===== config.mk =====
export PLATFORM = sky130hd
export DESIGN_NAME = json_string_unescape_top_flat
export DESIGN_NICKNAME = d
export VERILOG_FILES = /design/src/rtl/jsu_pkg.sv /design/src/rtl/jsu_if.sv /design/src/rtl/jsu_front.sv /design/src/rtl/jsu_cmd_fifo.sv /design/src/rtl/jsu_back.sv /design/src/rtl/json_string_unescape_top.sv /design/src/flat_wrapper.sv
export SDC_FILE = /design/constraint.sdc
export NUM_CORES = 1
export LEC_CHECK = 0
export ABC_AREA = 0
export BUFFER_PORTS_ARGS = -buffer_cell sky130_fd_sc_hd__buf_4
export CORE_UTILIZATION = 25
export DETAILED_ROUTE_END_ITERATION = 10
export PLACE_DENSITY_LB_ADDON = 0.08
export SLEW_MARGIN = 20
export SYNTH_ARGS = -nofsm -noshare
export SYNTH_HDL_FRONTEND = slang
export SYNTH_SLANG_ARGS = --single-unit
export TNS_END_PERCENT = 50

===== constraint.sdc =====
create_clock -name i_clk -period 4.4 [get_ports i_clk]
set_clock_uncertainty 0.1 [all_clocks]
set_input_delay 0.22 -clock i_clk [delete_from_list [all_inputs] [get_ports i_clk]]
set_output_delay 0.22 -clock i_clk [all_outputs]
set_load 0.005 [all_outputs]

===== src/rtl/jsu_pkg.sv =====
// Shared types, character codes and helpers for the JSON string unescaper.
// No dependencies; the front end, command queue, back end and top import this package.
package jsu_pkg;

    typedef enum logic [2:0] {
        PH_WAIT = 3'd0,
        PH_STR  = 3'd1,
        PH_ESC  = 3'd2,
        PH_HEX  = 3'd3
    } t_phase;

    typedef enum logic [2:0] {
        ST_DATA   = 3'd0,
        ST_DONE   = 3'd1,
        ST_NOQ    = 3'd2,
        ST_BADESC = 3'd3,
        ST_BADHEX = 3'd4,
        ST_CTRL   = 3'd5,
        ST_EARLY  = 3'd6
    } t_status;

    localparam logic [7:0] CH_QUOTE  = 8'h22;
    localparam logic [7:0] CH_BSLASH = 8'h5C;
    localparam logic [7:0] CH_SLASH  = 8'h2F;
    localparam logic [7:0] CH_B      = 8'h62;
    localparam logic [7:0] CH_F      = 8'h66;
    localparam logic [7:0] CH_N      = 8'h6E;
    localparam logic [7:0] CH_R      = 8'h72;
    localparam logic [7:0] CH_T      = 8'h74;
    localparam logic [7:0] CH_U      = 8'h75;
    localparam logic [7:0] CH_DEL    = 8'h7F;
    localparam logic [7:0] CH_SPACE  = 8'h20;

    localparam logic [7:0] BS_CODE = 8'h08;
    localparam logic [7:0] FF_CODE = 8'h0C;
    localparam logic [7:0] LF_CODE = 8'h0A;
    localparam logic [7:0] CR_CODE = 8'h0D;
    localparam logic [7:0] HT_CODE = 8'h09;

    // One queued command: up to three result bytes sharing one status.
    typedef struct packed {
        logic [2:0][7:0] bytes;
        logic [1:0]      nres;
        t_status         status;
    } t_cmd;

    // {valid, digit value}
    function automatic logic [4:0] hex_digit(input logic [7:0] c);
        logic [4:0] r;
        r = 5'd0;
        if (c >= 8'h30 && c <= 8'h39) begin
            r = {1'b1, 4'(c - 8'h30)};
        end else if (c >= 8'h61 && c <= 8'h66) begin
            r = {1'b1, 4'(c - 8'h57)};
        end else if (c >= 8'h41 && c <= 8'h46) begin
            r = {1'b1, 4'(c - 8'h37)};
        end
        return r;
    endfunction

    function automatic t_cmd single_cmd(input logic [7:0] b, input t_status st);
        t_cmd c;
        c.bytes  = {8'h00, 8'h00, b};
        c.nres   = 2'd1;
        c.status = st;
        return c;
    endfunction

    function automatic t_cmd utf8_cmd(input logic [15:0] cp);
        t_cmd c;
        c.status = ST_DATA;
        if (cp < 16'h0080) begin
            c.nres  = 2'd1;
            c.bytes = {8'h00, 8'h00, {1'b0, cp[6:0]}};
        end else if (cp < 16'h0800) begin
            c.nres  = 2'd2;
            c.bytes = {8'h00, {2'b10, cp[5:0]}, {3'b110, cp[10:6]}};
        end else begin
            c.nres  = 2'd3;
            c.bytes = {{2'b10, cp[5:0]}, {2'b10, cp[11:6]}, {4'b1110, cp[15:12]}};
        end
        return c;
    endfunction

endpackage


===== src/rtl/jsu_if.sv =====
// Valid/ready channel interfaces for raw input bytes and decoded results.
// Standalone; no package needed.
interface jsu_in_if;
    logic       valid;
    logic       ready;
    logic [7:0] in_byte;
    logic       input_end;

    modport source (output valid, output in_byte, output input_end, input ready);
    modport sink   (input valid, input in_byte, input input_end, output ready);
endinterface

interface jsu_out_if;
    logic       valid;
    logic       ready;
    logic [7:0] out_byte;
    logic [2:0] status;
    logic       last;

    modport source (output valid, output out_byte, output status, output last, input ready);
    modport sink   (input valid, input out_byte, input status, input last, output ready);
endinterface


===== src/rtl/jsu_front.sv =====
// Front end: accepts raw bytes, tracks string/escape/hex phase, issues commands.
// Depends on jsu_pkg and jsu_in_if.
module jsu_front
    import jsu_pkg::*;
(
    input  logic      i_clk,
    input  logic      i_rst_n,
    jsu_in_if.sink    i_in,
    input  logic      i_full,
    output logic      o_push,
    output t_cmd      o_cmd
);

    t_phase      r_phase, n_phase;
    logic [1:0]  r_hex_cnt, n_hex_cnt;
    logic [15:0] r_acc, n_acc;

    logic        take;
    logic [4:0]  hex;
    logic [15:0] acc_next;

    assign i_in.ready = !i_full;
    assign take       = i_in.valid && !i_full;
    assign hex        = hex_digit(i_in.in_byte);
    assign acc_next   = {r_acc[11:0], hex[3:0]};

    always_ff @(posedge i_clk) begin
        if (!i_rst_n) begin
            r_phase   <= PH_WAIT;
            r_hex_cnt <= 2'd0;
            r_acc     <= 16'd0;
        end else begin
            r_phase   <= n_phase;
            r_hex_cnt <= n_hex_cnt;
            r_acc     <= n_acc;
        end
    end

    always_comb begin
        n_phase   = r_phase;
        n_hex_cnt = r_hex_cnt;
        n_acc     = r_acc;
        o_push    = 1'b0;
        o_cmd     = single_cmd(8'h00, ST_DATA);

        if (take) begin
            if (i_in.input_end) begin
                // end with no string open is silent
                if (r_phase != PH_WAIT) begin
                    n_phase   = PH_WAIT;
                    n_hex_cnt = 2'd0;
                    n_acc     = 16'd0;
                    o_push    = 1'b1;
                    o_cmd     = single_cmd(8'h00, ST_EARLY);
                end
            end else begin
                unique case (r_phase)
                    PH_STR: begin
                        if (i_in.in_byte == CH_QUOTE) begin
                            n_phase = PH_WAIT;
                            o_push  = 1'b1;
                            o_cmd   = single_cmd(8'h00, ST_DONE);
                        end else if (i_in.in_byte == CH_BSLASH) begin
                            n_phase = PH_ESC;
                        end else if (i_in.in_byte < CH_SPACE || i_in.in_byte == CH_DEL) begin
                            n_phase = PH_WAIT;
                            o_push  = 1'b1;
                            o_cmd   = single_cmd(8'h00, ST_CTRL);
                        end else begin
                            o_push = 1'b1;
                            o_cmd  = single_cmd(i_in.in_byte, ST_DATA);
                        end
                    end
                    PH_ESC: begin
                        n_phase = PH_STR;
                        o_push  = 1'b1;
                        unique case (i_in.in_byte) inside
                            CH_QUOTE, CH_BSLASH, CH_SLASH:
                                o_cmd = single_cmd(i_in.in_byte, ST_DATA);
                            CH_B: o_cmd = single_cmd(BS_CODE, ST_DATA);
                            CH_F: o_cmd = single_cmd(FF_CODE, ST_DATA);
                            CH_N: o_cmd = single_cmd(LF_CODE, ST_DATA);
                            CH_R: o_cmd = single_cmd(CR_CODE, ST_DATA);
                            CH_T: o_cmd = single_cmd(HT_CODE, ST_DATA);
                            CH_U: begin
                                n_phase   = PH_HEX;
                                n_hex_cnt = 2'd0;
                                n_acc     = 16'd0;
                                o_push    = 1'b0;
                            end
                            default: begin
                                n_phase = PH_WAIT;
                                o_cmd   = single_cmd(8'h00, ST_BADESC);
                            end
                        endcase
                    end
                    PH_HEX: begin
                        if (!hex[4]) begin
                            n_phase   = PH_WAIT;
                            n_hex_cnt = 2'd0;
                            n_acc     = 16'd0;
                            o_push    = 1'b1;
                            o_cmd     = single_cmd(8'h00, ST_BADHEX);
                        end else if (r_hex_cnt == 2'd3) begin
                            n_phase   = PH_STR;
                            n_hex_cnt = 2'd0;
                            n_acc     = 16'd0;
                            o_push    = 1'b1;
                            o_cmd     = utf8_cmd(acc_next);
                        end else begin
                            n_hex_cnt = r_hex_cnt + 2'd1;
                            n_acc     = acc_next;
                        end
                    end
                    default: begin
                        // waiting for the opening quote
                        if (i_in.in_byte == CH_QUOTE) begin
                            n_phase   = PH_STR;
                            n_hex_cnt = 2'd0;
                            n_acc     = 16'd0;
                        end else begin
                            n_phase   = PH_WAIT;
                            n_hex_cnt = 2'd0;
                            n_acc     = 16'd0;
                            o_push    = 1'b1;
                            o_cmd     = single_cmd(8'h00, ST_NOQ);
                        end
                    end
                endcase
            end
        end
    end

endmodule


===== src/rtl/jsu_cmd_fifo.sv =====
// Short command queue between front and back ends.
// Depends on jsu_pkg.
module jsu_cmd_fifo
    import jsu_pkg::*;
#(
    parameter int DEPTH = 4
) (
    input  logic i_clk,
    input  logic i_rst_n,
    input  logic i_push,
    input  t_cmd i_data,
    output logic o_full,
    input  logic i_pop,
    output logic o_valid,
    output t_cmd o_data
);

    localparam int PTR_W = (DEPTH > 1) ? $clog2(DEPTH) : 1;
    localparam int CNT_W = $clog2(DEPTH + 1);
    localparam logic [PTR_W-1:0] LAST_PTR = PTR_W'(DEPTH - 1);
    localparam logic [CNT_W-1:0] FULL_CNT = CNT_W'(DEPTH);

    t_cmd             r_mem [DEPTH];
    logic [PTR_W-1:0] r_wr_ptr, r_rd_ptr;
    logic [CNT_W-1:0] r_count;

    logic do_push, do_pop;

    assign o_full  = (r_count == FULL_CNT);
    assign o_valid = (r_count != '0);
    assign o_data  = r_mem[r_rd_ptr];
    assign do_push = i_push && !o_full;
    assign do_pop  = i_pop && o_valid;

    always_ff @(posedge i_clk) begin
        if (do_push) begin
            r_mem[r_wr_ptr] <= i_data;
        end
    end

    always_ff @(posedge i_clk) begin
        if (!i_rst_n) begin
            r_wr_ptr <= '0;
            r_rd_ptr <= '0;
            r_count  <= '0;
        end else begin
            if (do_push) begin
                r_wr_ptr <= (r_wr_ptr == LAST_PTR) ? '0 : r_wr_ptr + 1'b1;
            end
            if (do_pop) begin
                r_rd_ptr <= (r_rd_ptr == LAST_PTR) ? '0 : r_rd_ptr + 1'b1;
            end
            if (do_push && !do_pop) begin
                r_count <= r_count + 1'b1;
            end else if (do_pop && !do_push) begin
                r_count <= r_count - 1'b1;
            end
        end
    end

endmodule


===== src/rtl/jsu_back.sv =====
// Back end: walks each queued command into an output register, one result per cycle unless stalled.
// Depends on jsu_pkg and jsu_out_if.
module jsu_back
    import jsu_pkg::*;
(
    input  logic      i_clk,
    input  logic      i_rst_n,
    input  logic      i_valid,
    input  t_cmd      i_cmd,
    output logic      o_pop,
    jsu_out_if.source o_out
);

    logic       r_valid;
    logic [7:0] r_byte;
    logic [2:0] r_status;
    logic       r_last;
    logic [1:0] r_idx;

    logic load, is_last;

    assign load    = !r_valid || o_out.ready;
    assign is_last = (r_idx == i_cmd.nres - 2'd1);
    assign o_pop   = load && i_valid && is_last;

    assign o_out.valid    = r_valid;
    assign o_out.out_byte = r_byte;
    assign o_out.status   = r_status;
    assign o_out.last     = r_last;

    always_ff @(posedge i_clk) begin
        if (!i_rst_n) begin
            r_valid <= 1'b0;
            r_idx   <= 2'd0;
        end else if (load) begin
            r_valid <= i_valid;
            if (i_valid) begin
                // advance within a multi-byte command, rewind at its last result
                r_idx <= is_last ? 2'd0 : r_idx + 2'd1;
            end
        end
    end

    always_ff @(posedge i_clk) begin
        if (load && i_valid) begin
            r_byte   <= i_cmd.bytes[r_idx];
            r_status <= i_cmd.status;
            r_last   <= is_last;
        end
    end

endmodule


===== src/rtl/json_string_unescape_top.sv =====
// Top level of the JSON string unescaper: front end, command queue, back end.
// Depends on jsu_pkg, jsu_if, jsu_front, jsu_cmd_fifo and jsu_back.
//
//  Channel  Dir  Payload                       Handshake
//  i_in     in   in_byte[7:0], input_end       valid/ready, sink
//  o_out    out  out_byte[7:0], status[2:0], last  valid/ready, source
//
// One input byte is taken per cycle while the command queue has room.
// Results leave one per cycle while o_out is ready; a \uXXXX escape that encodes to two
// or three UTF-8 bytes holds the back end while it emits each byte, absorbed by the queue.
// A result passes through the command queue and then the back-end output register to o_out.
// Synchronous active-low reset returns to waiting for an opening quote.
// Back-pressure on o_out fills the queue and then drops i_in.ready.
module json_string_unescape_top
    import jsu_pkg::*;
#(
    parameter int QUEUE_DEPTH = 4
) (
    input  logic      i_clk,
    input  logic      i_rst_n,
    jsu_in_if.sink    i_in,
    jsu_out_if.source o_out
);

    logic push, full, pop, head_valid;
    t_cmd push_cmd, head_cmd;

    jsu_front u_front (
        .i_clk   (i_clk),
        .i_rst_n (i_rst_n),
        .i_in    (i_in),
        .i_full  (full),
        .o_push  (push),
        .o_cmd   (push_cmd)
    );

    jsu_cmd_fifo #(
        .DEPTH (QUEUE_DEPTH)
    ) u_fifo (
        .i_clk   (i_clk),
        .i_rst_n (i_rst_n),
        .i_push  (push),
        .i_data  (push_cmd),
        .o_full  (full),
        .i_pop   (pop),
        .o_valid (head_valid),
        .o_data  (head_cmd)
    );

    jsu_back u_back (
        .i_clk   (i_clk),
        .i_rst_n (i_rst_n),
        .i_valid (head_valid),
        .i_cmd   (head_cmd),
        .o_pop   (pop),
        .o_out   (o_out)
    );

endmodule

===== src/flat_wrapper.sv =====
// flat-port wrapper written by rule: the top's interface ports become plain ports
module json_string_unescape_top_flat import jsu_pkg::*;
#(
    parameter int QUEUE_DEPTH = 4
)
  (i_clk, i_rst_n, i_in_valid, i_in_in_byte, i_in_input_end, i_in_ready, o_out_valid, o_out_out_byte, o_out_status, o_out_last, o_out_ready);
  jsu_in_if i_in_i ();
  jsu_out_if o_out_i ();
  input  logic i_clk;
  input  logic i_rst_n;
  input wire logic [$bits(i_in_i.valid)-1:0] i_in_valid;
  input wire logic [$bits(i_in_i.in_byte)-1:0] i_in_in_byte;
  input wire logic [$bits(i_in_i.input_end)-1:0] i_in_input_end;
  output wire logic [$bits(i_in_i.ready)-1:0] i_in_ready;
  output wire logic [$bits(o_out_i.valid)-1:0] o_out_valid;
  output wire logic [$bits(o_out_i.out_byte)-1:0] o_out_out_byte;
  output wire logic [$bits(o_out_i.status)-1:0] o_out_status;
  output wire logic [$bits(o_out_i.last)-1:0] o_out_last;
  input wire logic [$bits(o_out_i.ready)-1:0] o_out_ready;
  assign i_in_i.valid = i_in_valid;
  assign i_in_i.in_byte = i_in_in_byte;
  assign i_in_i.input_end = i_in_input_end;
  assign i_in_ready = i_in_i.ready;
  assign o_out_valid = o_out_i.valid;
  assign o_out_out_byte = o_out_i.out_byte;
  assign o_out_status = o_out_i.status;
  assign o_out_last = o_out_i.last;
  assign o_out_i.ready = o_out_ready;
  json_string_unescape_top #(.QUEUE_DEPTH(QUEUE_DEPTH)) u_core (.i_clk(i_clk), .i_rst_n(i_rst_n), .i_in(i_in_i), .o_out(o_out_i));
endmodule

==> flow_summary.toml, run 1 <==
[outcome]
status = "completed"

[synthesis]
synth_most_common_cell = "edfxtp_1"
synth_cell_type_count = 76
synth_area_per_cell_um2 = 14.3
ys_seq_area_share_pct = 61.2
synth_seq_cells = 144
synth_top_area_share_pct = 52.8
synth_nets = 489
netlist_top_cells_count = "edfxtp_1 (116), dfxtp_1 (28), mux4_2 (26)"
synth_edf_count = 116
synthFlopType = "edfxtp_1"
synthTopCellsByArea = "edfxtp_1 (53%), mux4_2 (8.9%), dfxtp_1 (8.5%)"
synth_cells = 463
yosysWarnings = 0
netlist_area_mm2 = 0.00660
yosys.area.top_type = "edfxtp_1"
async_flop_share_pct = 0

[floorplanning]
dieWidth_um = 165
die_y_um = 165
ioPinCount = 27
start_util_pct = 25.4
rows = 59
dieArea_mm2 = 0.0271
core_area_mm2 = 0.0260

[place]
gp_congestion = 0.813
io_buffers = 26
dp_hpwl_mm = 10.5
dp_cells = 810
dpl_cell_area_mm2 = 0.00718

[layout]
finalInstanceArea_mm2 = 0.00781
fill_cells = 2622
area_delta_synth_final_pct = 18.3
final_util_pct = 30.1
fin_cells = 843
drive_above_1_share_pct = 21.9
final_nets = 521
diodes = 0

[clock_tree]
cts_root_buf = "clkbuf_16"
clock_path_buffers = 2
path_clk_slew_ns = 0.06
h-tree-depth = 4
cts_buffers = 17
cts_tree = "built"
clk_latency_ns = 0.42
clkSinkCount = 144
cts_resized = 0

[setup_path]
path_class = "reg -> reg"
slowest_stage = "dfxtp_1"
slowest_delay_ns = 0.64
crit_chain = "nor2b_1 > a221oi_2 > nor2_1 > ha_1 > inv_1 > fa_1 > xor2_1 > or3_1 > a21oi_1"
cp.required_ns = 4.65
worst_path_dominant_cell_family = "simple AND/OR/NAND/NOR gates"
cp-end-kind = "flop"
arrival_ns = 3.48
start_kind = "flop"
path_max_fanout = 16
critical_path_buf_inv_count = 1

[power]
p_leak_nw = 2.66
ir_worst_vdd_v = 0.000204
power_mw = 3.91
p_per_area_mw_per_mm2 = 501

[global_routing]
grt_max_degree = 27
grt_pass1_vias = 4007
antenna_found_initial = 0
grt_overflow = 0
grt_pass1_wl_mm = 24.3
track_usage_pct = 12.6

[routing]
vias_per_cell = 4.67
drc = 0
post_drt_wl_per_cell_um = 18.9
antenna_left = 0
drtIter0Drc = 238
num_vias = 3936
first_pass_iters = 5
totalWireLength_mm = 15.9

[timing]
timing_hold_violations_final = 0
period_share_pct = 73.5
slew_headroom_pct = 46.5
setup_violations = 0
fmax_ghz = 0.309
tightest_slew_ns = 0.796
fin_tns_setup_ns = 0
min_period_ns = 3.23
grt_setup_unrepaired = "false"
slew_violations = 0

[job]
maxCapViolCount = 0

[min_path]
holdCritPathClass = "in -> reg"
==> report_power, final <==
part | total (mW) | internal (mW) | switching, mW
combinational | 0.725 | 0.341 | 0.385
clock | 1.51 | 0.951 | 0.559
sequential | 1.67 | 1.63 | 0.0475
==> through the flow <==
step	hold slack [ns]	worst slack, ns
5_1_grt	0.00944	0.935
3_3_place_gp	0.364	1.02
2_1_floorplan	0.298	1.41
4_1_cts	0.00518	1.16
3_5_place_dp	0.369	0.869
6_report	0.0288	1.17
==> area by class of cell <==
cell class | instances | area (um^2) | area share (%)
Multi-Input combinational cell | 272 | 2350 | 30.1
Clock inverter | 13 | 188 | 2.40
Timing Repair Buffer | 38 | 288 | 3.69
Clock buffer | 19 | 433 | 5.54
Inverter | 22 | 82.6 | 1.06
Sequential cell | 144 | 4050 | 51.8
Tap cell | 335 | 419 | 5.37
==> worst min-delay path: cells and delay by family <==
kind / cells / cell delay, ns
buf+inv: 1 / 0.15
mux: 1 / 0.05
simple gates: 1 / 0.07
==> state kept, by name, indices dropped and copies added, names as in the netlist, named ones only <==
name                          count
u_core.u_back.o_out.status        3
u_core.u_back.r_idx               2
u_core.u_front.r_phase            2
u_core.u_fifo.r_count             3
u_core.u_fifo.r_mem             104
u_core.u_back.o_out.out_byte      8
u_core.u_fifo.r_wr_ptr            2
u_core.u_fifo.r_rd_ptr            2
u_core.u_front.r_acc             12
u_core.u_back.o_out.valid         1
u_core.u_back.o_out.last          1
u_core.u_front.r_hex_cnt          2
==> routing by layer <==
layer / GRT usage [%] / up-vias / wire, um
met3: 3.09 / 10 / 470
met5: 0 / - / 0
met2: 19.9 / 78 / 7690
met1: 16.6 / 1970 / 7520
met4: 4.88 / 0 / 275
li1: - / 1878 / -
==> timing repair <==
action                                 in CTS  in global routing
hold buffers                                1                  0
endpoints found under the hold margin       1                  0
buffers inserted                            0                  0
==> cell families (layout without fill, tap and decap cells) <==
kind of cell | count (synthesis) | in the layout | share of synthesized area [%]
DFF | 144 | 144 | 61.2
adders and majority gates | 13 | 13 | 2.58
muxes | 41 | 41 | 11.2
AOI/OAI and AO/OA | 92 | 92 | 10.0
buffers and inverters | 47 | 92 | 3.16
xor gates and xnor gates | 3 | 3 | 0.398
and+or+nand+nor | 123 | 123 | 11.4
==> worst paths after layout <==
kind              slack [ns]  cells past startpoint                                startpoint                                  endpoint
hold reg to reg         0.38                      1  u_core.u_front.r_hex_cnt[0]$_SDFFE_PN0P_  u_core.u_front.r_hex_cnt[0]$_SDFFE_PN0P_
setup / recovery        1.17                      9    u_core.u_front.r_phase[1]$_SDFFE_PN0P_     u_core.u_fifo.r_count[2]$_SDFFE_PN0P_
hold / removal          0.03                      3                                   i_rst_n    u_core.u_fifo.r_wr_ptr[1]$_SDFFE_PN0P_
setup reg to reg        1.17                      9    u_core.u_front.r_phase[1]$_SDFFE_PN0P_     u_core.u_fifo.r_count[2]$_SDFFE_PN0P_
==> layout by cell type, fill, tap and decap left out, drive strengths merged, types with 8 or more instances in the layout <==
cell type  count
a21oi         16
a22o          11
and2          14
buf           37
clkbuf        19
dfxtp         28
edfxtp       116
ha            12
inv           23
mux2i         14
mux4          26
nand2         17
nand2b         9
nand3          8
nor2          26
nor3           8
o21ai         15
Note: power is estimated with default switching activity, not from simulation.
==> inputs of run 2 (changes only) <==
- clock period: 4.4 -> 2.7 ns (I/O delays scaled with it)
==> run 2 against run 1 <==
Largest cell class unchanged. Critical endpoint unchanged. Register-to-register slack worse by 1.2 ns. Combinational power up 83%. Setup slack worse by 1.2 ns. Clock-buffer cell count fell by 2. Wire length rose by 6.2%. The run now ends with design-rule violations, negative setup slack left.
==> flow_summary.toml, run 2 (same netlist as run 1, synthesis figures left out) <==
[outcome]
status = "finished with violations"
violations = "design-rule violations, negative setup slack"

[setup_path]
arrival_ns = 2.96
cp-startpoint = "u_core.u_fifo.r_mem[3][20]$_DFFE_PP_"
start_kind = "flop"
rr_worst_depth = 11
rrSetupSlack_ns = -0.006
crit_end = "u_core.u_fifo.r_count[2]$_SDFFE_PN0P_"
path_class = "reg -> reg"
path_max_fanout = 2
r2r_start = "u_core.u_fifo.r_mem[3][20]$_DFFE_PP_"
rr_endpoint = "u_core.u_fifo.r_count[2]$_SDFFE_PN0P_"
cp-end-kind = "flop"
cp.required_ns = 2.95

[timing]
tightest_slew_ns = 0.553
slew_headroom_pct = 62.7
worst_hold_slack_ns = 0.0225
period_share_pct = 100
layout_setup_ws_ns = -0.00585
setup_violations = 1
grt_setup_unrepaired = "true"
fmax_ghz = 0.370
slew_violations = 0
min_period_ns = 2.71
timing_hold_violations_final = 0

[clock_tree]
clkSinkCount = 144
path_clk_slew_ns = 0.07
h-tree-depth = 4
cts_tree = "built"
clock_path_buffers = 2
cts_buffers = 17
clk_latency_ns = 0.42
cts_root_buf = "clkbuf_16"

[layout]
final_common_cell = "edfxtp_1"
register_area_mm2 = 0.00405
final_cell_mix = "edfxtp_1 (116), buf_4 (80), dfxtp_1 (27)"
area_delta_synth_final_pct = 25.3
multi_input_area_mm2 = 0.00239
largest_register = "u_core.u_fifo.r_mem"
final_nets = 569
diodes = 0
largest_register_ffs = 104
fin_cells = 891
fill_cells = 2612
final_util_pct = 31.8
drive_above_1_share_pct = 30.2

[place]
io_buffers = 26
gp_congestion = 0.828
dp_cells = 856
dp_hpwl_mm = 11.4

[routing]
antenna_left = 0
post_drt_wl_per_cell_um = 19.0
first_pass_iters = 7
drc = 2
num_vias = 4153
totalWireLength_mm = 16.9
vias_per_cell = 4.66
drtIter0Drc = 287

[global_routing]
grt_max_degree = 27
track_usage_pct = 13.4
grt_pass1_vias = 4271
grt_overflow = 0
grt_pass1_wl_mm = 26.0
antenna_found_initial = 0

[min_path]
holdCritPathClass = "in -> reg"

[floorplanning]
core_area_mm2 = 0.0260
dieArea_mm2 = 0.0271
dieWidth_um = 165
rows = 59
start_util_pct = 25.4
die_y_um = 165
ioPinCount = 27

[job]
maxCapViolCount = 0

[power]
power_mw = 6.58
p_per_area_mw_per_mm2 = 795
p_leak_nw = 2.91
ir_worst_vdd_v = 0.000385
## run 2: cell type report
cell class | instances | share of cell area, %
inverter | 22 | 0.998
clock buffer | 17 | 5.14
tap | 335 | 5.07
timing repair buffer | 86 | 8.47
sequential | 144 | 48.9
clock inverter | 15 | 2.56
multi-input combinational | 272 | 28.9
## run 2: what timing repair did
| action | in CTS | in global routing |
|---|---|---|
| cloned | 0 | 0 |
| setup buffers | 1 | 0 |
| resized for setup | 1 | 0 |
| pin swaps | 3 | 0 |
| hold endpoints to repair | 7 | 0 |
| endpoints found under the setup margin | 1 | 2 |
| hold buffers | 2 | 0 |
## run 2: routing by layer
layer	up-vias	GRT usage, %	wire length (um)
met2	77	21.8	8240
li1	1972	-	-
met5	-	0	0
met4	0	5.21	258
met3	16	2.69	598
met1	2088	17.5	7830
## run 2: through the flow
stage               setup WS [ns]  cell area (um^2)  setup TNS (ns)
global placement           0.0110              7600               0
finish                   -0.00585              8270        -0.00585
detailed placement        -0.0194              7600         -0.0194
CTS                      -0.00609              8270        -0.00609
floorplan                 -0.0330              6640         -0.0330
global route               -0.138              8270          -0.184
## run 2: worst max-delay path, cell delays in order, from the launching register on
cell	delay, ns
edfxtp_1	0.36
mux4_2	0.52
xnor2_2	0.17
mux2i_2	0.17
and2_4	0.16
inv_2	0.06
ha_4	0.13
inv_2	0.04
fa_2	0.34
xor2_1	0.15
or3_1	0.31
a21oi_1	0.14
## run 2: worst min path at each step
stage | startpoint | to | slack (ns) | depth (start not counted)
after floorplan | o_out_ready | u_core.u_back.o_out.valid$_SDFFE_PN0N_ | 0.21 | 3
after global placement | o_out_ready | u_core.u_back.o_out.valid$_SDFFE_PN0N_ | 0.33 | 4
after detailed placement | o_out_ready | u_core.u_back.o_out.valid$_SDFFE_PN0N_ | 0.33 | 4
after CTS | i_in_input_end | u_core.u_front.r_phase[1]$_SDFFE_PN0P_ | 0.008 | 3
after global routing | i_in_input_end | u_core.u_front.r_phase[1]$_SDFFE_PN0P_ | 0.03 | 3
final | i_in_input_end | u_core.u_front.r_phase[1]$_SDFFE_PN0P_ | 0.02 | 3
## run 2: report_power, final
part           switching [mW]  leakage (nW)  internal [mW]
logic                   0.666          1.31          0.666
clock network           0.962         0.290           1.56
registers              0.0780          1.31           2.65
